## config.mk

```make
export PLATFORM = sky130hd
export DESIGN_NAME = pressure_sensor_compensation
export DESIGN_NICKNAME = d
export VERILOG_FILES = /design/src/psc_pkg.sv /design/src/pressure_sensor_compensation.sv /design/src/psc_mul.sv
export SDC_FILE = /design/constraint.sdc
export NUM_CORES = 2
export LEC_CHECK = 0
export BUFFER_PORTS_ARGS = -buffer_cell sky130_fd_sc_hd__buf_2
export CORE_MARGIN = 8
export CORE_UTILIZATION = 60
export CTS_BUF_LIST = sky130_fd_sc_hd__clkbuf_4 sky130_fd_sc_hd__clkbuf_8
export CTS_CLUSTER_DIAMETER = 200
export DETAILED_ROUTE_END_ITERATION = 6
export PLACE_DENSITY_LB_ADDON = 0.25
export SLEW_MARGIN = 30
export SYNTH_ARGS = -nofsm -noshare
export SYNTH_HDL_FRONTEND = slang
export SYNTH_SLANG_ARGS = --single-unit
```

## constraint.sdc

```tcl
create_clock -name clk -period 13.85 [get_ports clk]
set_input_delay 1.385 -clock clk [delete_from_list [all_inputs] [get_ports clk]]
set_output_delay 1.385 -clock clk [all_outputs]
set_load 0.03 [all_outputs]
```

## src/psc_pkg.sv

```systemverilog
// Package for the pressure sensor compensation block.
// Sequencer states, register indexes and datapath widths. No dependencies.
package psc_pkg;

  localparam int RawW   = 24;
  localparam int CoefW  = 16;
  localparam int MulW   = 26;
  localparam int ProdW  = 2 * MulW;
  localparam int TempW  = 20;
  localparam int WideW  = 40;
  localparam int AccW   = 66;
  localparam int OutTW  = 19;
  localparam int CfgIdxW = 3;

  localparam logic [CfgIdxW-1:0] REG_SENS      = 3'd0;
  localparam logic [CfgIdxW-1:0] REG_OFFSET    = 3'd1;
  localparam logic [CfgIdxW-1:0] REG_SENS_TC   = 3'd2;
  localparam logic [CfgIdxW-1:0] REG_OFFSET_TC = 3'd3;
  localparam logic [CfgIdxW-1:0] REG_TREF      = 3'd4;
  localparam logic [CfgIdxW-1:0] REG_TSLOPE    = 3'd5;

  typedef enum logic [3:0] {
    S_IDLE, S_DT, S_MT, S_TEMP, S_OFF, S_SENS, S_TI, S_DL, S_DV,
    S_DIFF, S_MLO, S_MHI, S_ACC, S_PQ, S_P2
  } seq_state_t;

endpackage

```

## src/pressure_sensor_compensation.sv

```systemverilog
// Top level of the pressure sensor compensation block.
// Depends on psc_pkg and psc_mul.
//
// Takes one beat holding a raw pressure and a raw temperature conversion and
// returns one beat with the compensated temperature (0.01 degC) and pressure
// (0.1 mbar), first and second order, using six calibration words written on
// the cfg port (index 0..5; higher indexes are ignored). A value outside its
// valid range (temperature at or below -30.00 degC, pressure at or below
// 800.0 mbar) is not taken: the last good value is reported and its fresh
// flag is low. Pressure saturates at 16777215. All products go through one
// 26x26 signed multiplier driven by a sequencer, so the next input beat is
// taken only after the sequencer has loaded the output register and gone
// back to idle; s_tready is low meanwhile. The output register lets the
// next input beat be taken while a result still waits, and the sequencer
// holds in its last step only if the previous result has not been taken
// yet.
module pressure_sensor_compensation (
  input  logic                         clk,
  input  logic                         rst,
  input  logic                         s_tvalid,
  output logic                         s_tready,
  input  logic [47:0]                  s_tdata,   // pressure_raw[23:0], temperature_raw[47:24]
  output logic                         m_tvalid,
  input  logic                         m_tready,
  output logic [47:0]                  m_tdata,   // temperature_centi[18:0],
                                                  // pressure_deci_mbar[42:19], zero fill
  output logic [1:0]                   m_tuser,   // temperature_fresh[0], pressure_fresh[1]
  input  logic                         cfg_valid,
  output logic                         cfg_ready,
  input  logic [psc_pkg::CfgIdxW-1:0]  cfg_index,
  input  logic [psc_pkg::CoefW-1:0]    cfg_data
);
  import psc_pkg::*;

  seq_state_t state, state_next;

  // calibration words
  logic [CoefW-1:0] c1, c2, c3, c4, c5, c6;

  logic [RawW-1:0]           d1, d2;
  logic signed [RawW:0]      dt;
  logic signed [TempW-1:0]   temp;
  logic signed [WideW-1:0]   off, sens, offi, sensi, sdiff, odiff;
  logic [16:0]               ti;
  logic signed [TempW:0]     t2;
  logic signed [AccW-1:0]    acc;
  logic signed [46:0]        pq;

  logic signed [OutTW-1:0]   held_temperature;
  logic [RawW-1:0]           held_pressure;
  logic                      out_valid;
  logic                      tfresh, pfresh;

  logic signed [MulW-1:0]    mul_a, mul_b;
  logic signed [ProdW-1:0]   prod;

  logic                      load_out;

  psc_mul u_mul (
    .clk  (clk),
    .a    (mul_a),
    .b    (mul_b),
    .prod (prod)
  );

  assign cfg_ready = 1'b1;
  assign s_tready  = (state == S_IDLE);
  assign load_out  = (state == S_P2) && (!out_valid || m_tready);

  always_ff @(posedge clk) begin
    if (rst) begin
      c1 <= '0; c2 <= '0; c3 <= '0; c4 <= '0; c5 <= '0; c6 <= '0;
    end else if (cfg_valid && cfg_ready) begin
      case (cfg_index)
        REG_SENS:      c1 <= cfg_data;
        REG_OFFSET:    c2 <= cfg_data;
        REG_SENS_TC:   c3 <= cfg_data;
        REG_OFFSET_TC: c4 <= cfg_data;
        REG_TREF:      c5 <= cfg_data;
        REG_TSLOPE:    c6 <= cfg_data;
        default: ;
      endcase
    end
  end

  // ---- datapath helpers (truncating shifts toward zero) ----
  logic signed [ProdW-1:0] rnd23, rnd7, rnd8;
  logic signed [TempW-1:0] temp_calc, dlow, dvlow;
  logic [50:0]             dt3;
  logic [39:0]             dsq;
  logic [41:0]             dsq3, dsq5;
  logic signed [AccW-1:0]  rnd21, prod_wide;
  logic signed [46:0]      pq_calc, rnd13;
  logic signed [33:0]      p2;
  logic                    temp_low, temp_vlow;

  always_comb begin
    rnd23     = prod + (prod[ProdW-1] ? 52'sd8388607 : 52'sd0);
    rnd7      = prod + (prod[ProdW-1] ? 52'sd127 : 52'sd0);
    rnd8      = prod + (prod[ProdW-1] ? 52'sd255 : 52'sd0);
    temp_calc = 20'sd2000 + TempW'(rnd23 >>> 23);
    dlow      = temp - 20'sd2000;
    dvlow     = temp + 20'sd1500;
    temp_low  = temp < 20'sd2000;
    temp_vlow = temp < -20'sd1500;
    dt3       = {1'b0, prod[49:0]} + {prod[49:0], 1'b0};
    dsq       = prod[39:0];
    dsq3      = {2'b0, dsq} + {1'b0, dsq, 1'b0};
    dsq5      = {2'b0, dsq} + {dsq, 2'b0};
    prod_wide = AccW'(prod);
    rnd21     = acc + (acc[AccW-1] ? 66'sd2097151 : 66'sd0);
    pq_calc   = 47'(rnd21 >>> 21) - 47'(odiff);
    rnd13     = pq + (pq[46] ? 47'sd8191 : 47'sd0);
    p2        = 34'(rnd13 >>> 13);
  end

  // ---- sequencer ----
  always_ff @(posedge clk) begin
    if (rst) state <= S_IDLE;
    else     state <= state_next;
  end

  always_comb begin
    state_next = state;
    mul_a      = '0;
    mul_b      = '0;
    case (state)
      S_IDLE: if (s_tvalid) state_next = S_DT;
      S_DT:   state_next = S_MT;
      S_MT: begin
        mul_a = MulW'(dt);
        mul_b = $signed({10'd0, c6});
        state_next = S_TEMP;
      end
      S_TEMP: begin
        mul_a = $signed({10'd0, c4});
        mul_b = MulW'(dt);
        state_next = S_OFF;
      end
      S_OFF: begin
        mul_a = $signed({10'd0, c3});
        mul_b = MulW'(dt);
        state_next = S_SENS;
      end
      S_SENS: begin
        mul_a = MulW'(dt);
        mul_b = MulW'(dt);
        state_next = S_TI;
      end
      S_TI: begin
        mul_a = MulW'(dlow);
        mul_b = MulW'(dlow);
        state_next = S_DL;
      end
      S_DL: begin
        mul_a = MulW'(dvlow);
        mul_b = MulW'(dvlow);
        state_next = S_DV;
      end
      S_DV:   state_next = S_DIFF;
      S_DIFF: state_next = S_MLO;
      S_MLO: begin
        mul_a = $signed({2'd0, d1});
        mul_b = $signed({6'd0, sdiff[19:0]});
        state_next = S_MHI;
      end
      S_MHI: begin
        mul_a = $signed({2'd0, d1});
        mul_b = MulW'($signed(sdiff[39:20]));
        state_next = S_ACC;
      end
      S_ACC:  state_next = S_PQ;
      S_PQ:   state_next = S_P2;
      S_P2:   if (load_out) state_next = S_IDLE;
      default: state_next = S_IDLE;
    endcase
  end

  // ---- datapath registers ----
  always_ff @(posedge clk) begin
    case (state)
      S_IDLE: if (s_tvalid) begin
        d1 <= s_tdata[23:0];
        d2 <= s_tdata[47:24];
      end
      S_DT:   dt <= $signed({1'b0, d2}) - $signed({1'b0, c5, 8'd0});
      S_TEMP: temp <= temp_calc;
      S_OFF:  off <= $signed({8'd0, c2, 16'd0}) + WideW'(rnd7 >>> 7);
      S_SENS: sens <= $signed({9'd0, c1, 15'd0}) + WideW'(rnd8 >>> 8);
      S_TI:   ti <= temp_low ? dt3[49:33] : {5'd0, prod[47:36]};
      S_DL: begin
        if (temp_low) begin
          offi  <= $signed(dsq3[40:1]);
          sensi <= $signed({1'b0, dsq5[41:3]});
        end else begin
          offi  <= $signed({4'd0, dsq[39:4]});
          sensi <= '0;
        end
      end
      S_DV: begin
        if (temp_vlow) begin
          offi  <= offi + $signed({dsq[36:0], 3'd0}) - $signed(dsq);
          sensi <= sensi + $signed({dsq[37:0], 2'd0});
        end
        t2 <= (TempW+1)'(temp) - $signed({4'd0, ti});
      end
      S_DIFF: begin
        sdiff <= sens - sensi;
        odiff <= off - offi;
      end
      // low partial product lands here, high partial in the next cycle
      S_MHI:  acc <= prod_wide;
      S_ACC:  acc <= acc + (prod_wide <<< 20);
      S_PQ:   pq <= pq_calc;
      S_P2:   ;
      default: ;
    endcase
  end

  // ---- held values and output register ----
  always_ff @(posedge clk) begin
    if (rst) begin
      held_temperature <= '0;
      held_pressure    <= '0;
      out_valid        <= 1'b0;
      tfresh           <= 1'b0;
      pfresh           <= 1'b0;
    end else begin
      if (load_out) begin
        out_valid <= 1'b1;
        tfresh    <= t2 > -21'sd3000;
        pfresh    <= p2 > 34'sd8000;
        if (t2 > -21'sd3000) held_temperature <= OutTW'(t2);
        if (p2 > 34'sd8000)
          held_pressure <= (p2 > 34'sd16777215) ? 24'hFFFFFF : p2[23:0];
      end else if (m_tready) begin
        out_valid <= 1'b0;
      end
    end
  end

  assign m_tvalid = out_valid;
  assign m_tdata  = {5'd0, held_pressure, held_temperature};
  assign m_tuser  = {pfresh, tfresh};

  // ---- checks ----
  a_accept_starts: assert property (@(posedge clk) disable iff (rst)
    (s_tvalid && s_tready) |=> (state == S_DT))
    else $error("accepted beat did not start the sequencer");

  a_temp_fresh_range: assert property (@(posedge clk) disable iff (rst)
    (m_tvalid && m_tuser[0]) |-> (held_temperature > -19'sd3000))
    else $error("fresh temperature at or below floor");

  a_press_fresh_range: assert property (@(posedge clk) disable iff (rst)
    (m_tvalid && m_tuser[1]) |-> (held_pressure > 24'd8000))
    else $error("fresh pressure at or below floor");

  a_hold_last_step: assert property (@(posedge clk) disable iff (rst)
    (state == S_P2 && out_valid && !m_tready) |=> (state == S_P2))
    else $error("result overwrote an untaken beat");

endmodule

```

## src/psc_mul.sv

```systemverilog
// Shared signed multiplier with registered product.
// Depends on psc_pkg.
module psc_mul (
  input  logic                               clk,
  input  logic signed [psc_pkg::MulW-1:0]    a,
  input  logic signed [psc_pkg::MulW-1:0]    b,
  output logic signed [psc_pkg::ProdW-1:0]   prod
);
  import psc_pkg::*;

  always_ff @(posedge clk) begin
    prod <= a * b;
  end

endmodule
```

==> out/summary.txt <==
outcome - complete, but fails checks
failing checks - design-rule violations
DRT iter0 DRCs - 7,635
Sum Neg Setup Slack - 0 ns
Pwr Density - 131.1 nW/µm²
initial antenna violation count - 13
gpl congestion - 1.031
crit-path most repeated cell - fa_1
crit end category - flip-flop
Routed Antenna Nets - 0
Rows - 127
number of distinct library cells after synthesis - 99
post-cts resize count - 0
synth top area cells - fa_1 20%, edfxtp_1 20%, ha_1 10%, inv_1 5.7%, dfxtp_1 5.5%
TritonCTS Buffers - 118
htree depth - 3
final worst slack - 2.362 ns
layout overhead on the synthesized area - 7.354%
total power - 10.24 mW
CTS Buffer Depth - 3
Final Cycle Share - 82.94%
Hold Buf Count CTS - 0
Hold Worst Slack - 0.4207 ns
fmax - 0.08705 GHz
area of the multi-input gates - 49,120 µm²
HPWL after DPL - 192,300 µm
largest net degree at the start of global routing - 97
Setup CP Type - reg -> reg
first-pass GRT wire length - 367,500 µm
io pins - 125
Setup Fix Bufs, Post-CTS - 0
register area share after synthesis - 25.40%
post-layout min period - 11.49 ns
most numerous cell in the Yosys netlist - inv_1
unrepaired setup endpoints after global routing - false
type of origin of the critical path - flip-flop
CP Buf/Inv Count - 6
DRC - 7
core area - 120,100 µm²
Port Buf Inserts - 118
worst skew pair latency - 0.89 ns
FF/Latch Area - 18,470 µm²
ys async rst share - 0%
Post-synth EDFFs - 483
wirelength, routed - 246,100 µm
Max Slew Vio Count - 0
Main synth FF type - edfxtp_1
# fillers - 10,040
Die Y - 364.1 µm
nets@finish - 9,511
Tot GR Track Use - 36.63%
Commonest cells post-synth - 1,102 x inv_1, 1,024 x nand2_1, 742 x fa_1
routed via count - 61,280
ratio of cells with drive above 1 in the final layout - 7.111%
Remaining Overflow, GRT - 0
static leakage - 35.56 nW
HP Class - reg -> reg
Seq cells post-synth - 681
final hold violations - 0
area leader, netlist - fa_1
drt pass-1 iters - 7
CP top delay family - adder cells
Die W - 364.1 µm
Worst Setup SP - state[1]
Slew @ Worst Pin - 1.101 ns
Via-to-Cell Ratio - 6.240
Worst Clk Skew - 0.08070 ns
post-synthesis cell area - 72,720 µm²
Starting Density - 60.53%
Critical Path Max Stage Delay - 0.79 ns
Arr. time, crit path - 12.28 ns
Hold Startpoint - d2[5]
Final setup viols - 0
Place WS - 2.668 ns
Syn Area/Cell - 9.083 µm²
Max-cap violations - 0
root buf cell - clkbuf_8
slowest stage cell, crit path - nand3_1
vias in the first global route - 59,830
Worst-path clk slew - 0.07 ns
Routed wire per std cell - 25.06 µm
yosys warns - 0
Die Footprint - 132,600 µm²
worst path required time - 14.64 ns
Yosys top cell area share - 20.43%
maximum fanout along the worst path - 41
Mapped Cells - 8,006
reg2reg start - state[1]
Worst VDD drop - 0.1006 mV
CTS tree - built
Clock Sinks - 681
Max-slew headroom - 26.23%
[final cells by class]
class	count	area share [%]
multi-input combinational	5940	62.93
sequential	681	23.66
inverter	1107	5.323
clock buffer	167	2.640
tap	1612	2.584
timing repair buffer	249	2.076
clock inverter	54	0.7581
antenna	11	0.03526
[power by group]
group | switching [mW] | leakage (nW) | internal, mW
Combinational | 3.56 | 28.1 | 2.06
Sequential | 0.120 | 6.01 | 2.40
Clock | 0.936 | 1.40 | 1.16
Total | 4.62 | 35.6 | 5.62
[cells by family (layout without fill, tap and decap cells)]
kind of cell	Yosys count	count (layout)	synth area share, %
DFF	681	681	25.40
muxes	20	20	0.2770
other	2	17	0.01033
adders and majority gates	1342	1342	30.75
buffers and inverters	1389	1577	7.371
and+or+nand+nor	2333	2333	14.34
xor gates and xnor gates	587	587	7.070
AOI/OAI and AO/OA	1652	1652	14.78
[layer usage]
layer	GRT usage, %	vias to the layer above	routed length (µm)
met5	0	-	21
met3	10.81	727	31630
met4	18.44	4	14710
met2	53.67	3546	103500
met1	49.52	29840	96220
li1	-	27170	-
[sequential cells by signal, indices dropped and copies added (netlist names), 19 cells and up]
name and count:
acc 66, u_mul.prod 52, pq 46, odiff 40
off 40, offi 40, sdiff 40, sens 40
sensi 40, dt 25, d1 24, d2 24
held_pressure 24, t2 21, temp 20, held_temperature 19
[stage by stage]
stage                     utilization [%]  instance area (µm²)  cells
after detailed placement            62.69                75310   9582
after global routing                64.96                78040   9812
after floorplan                         -                72730   8010
final                               64.98                78060   9821
after CTS                           64.90                77960   9803
after global placement              62.62                75220   9577
[cells in the final DEF (no fill, tap or decap), drive strengths merged, types with 29 or more instances in the layout]
cell type,n
xor2,179
and2,66
clkbuf,168
a21oi,521
o21ai,323
ha,600
clkinv,40
xnor2,408
o22ai,39
o21bai,53
a211oi,64
a31oi,64
and3,86
inv,1108
nand2,1024
a21o,232
buf,248
nand4,68
o21a,54
nor3,105
nand2b,74
nand3,168
dfxtp,198
fa,742
nor2b,68
or2,29
edfxtp,483
a221oi,44
nor2,560
[final timing paths]
check	endpoint	slack, ns	cells after the start
worst max-delay path	u_mul.prod[50]	2.36	31
worst min-delay path	dt[5]	0.42	0
worst max register to register	u_mul.prod[50]	2.36	31
worst min register to register	dt[5]	0.42	0
[worst reg2reg max path, delay by kind of cell (launching register included)]
family	cells	cell delay, ns
fa+ha+maj	8	4.09
simple gates	7	2.12
flops	1	0.56
compound gates	9	3.00
xor+xnor	1	0.15
buf+inv	6	1.51
Power figures use the tool's default switching activity.
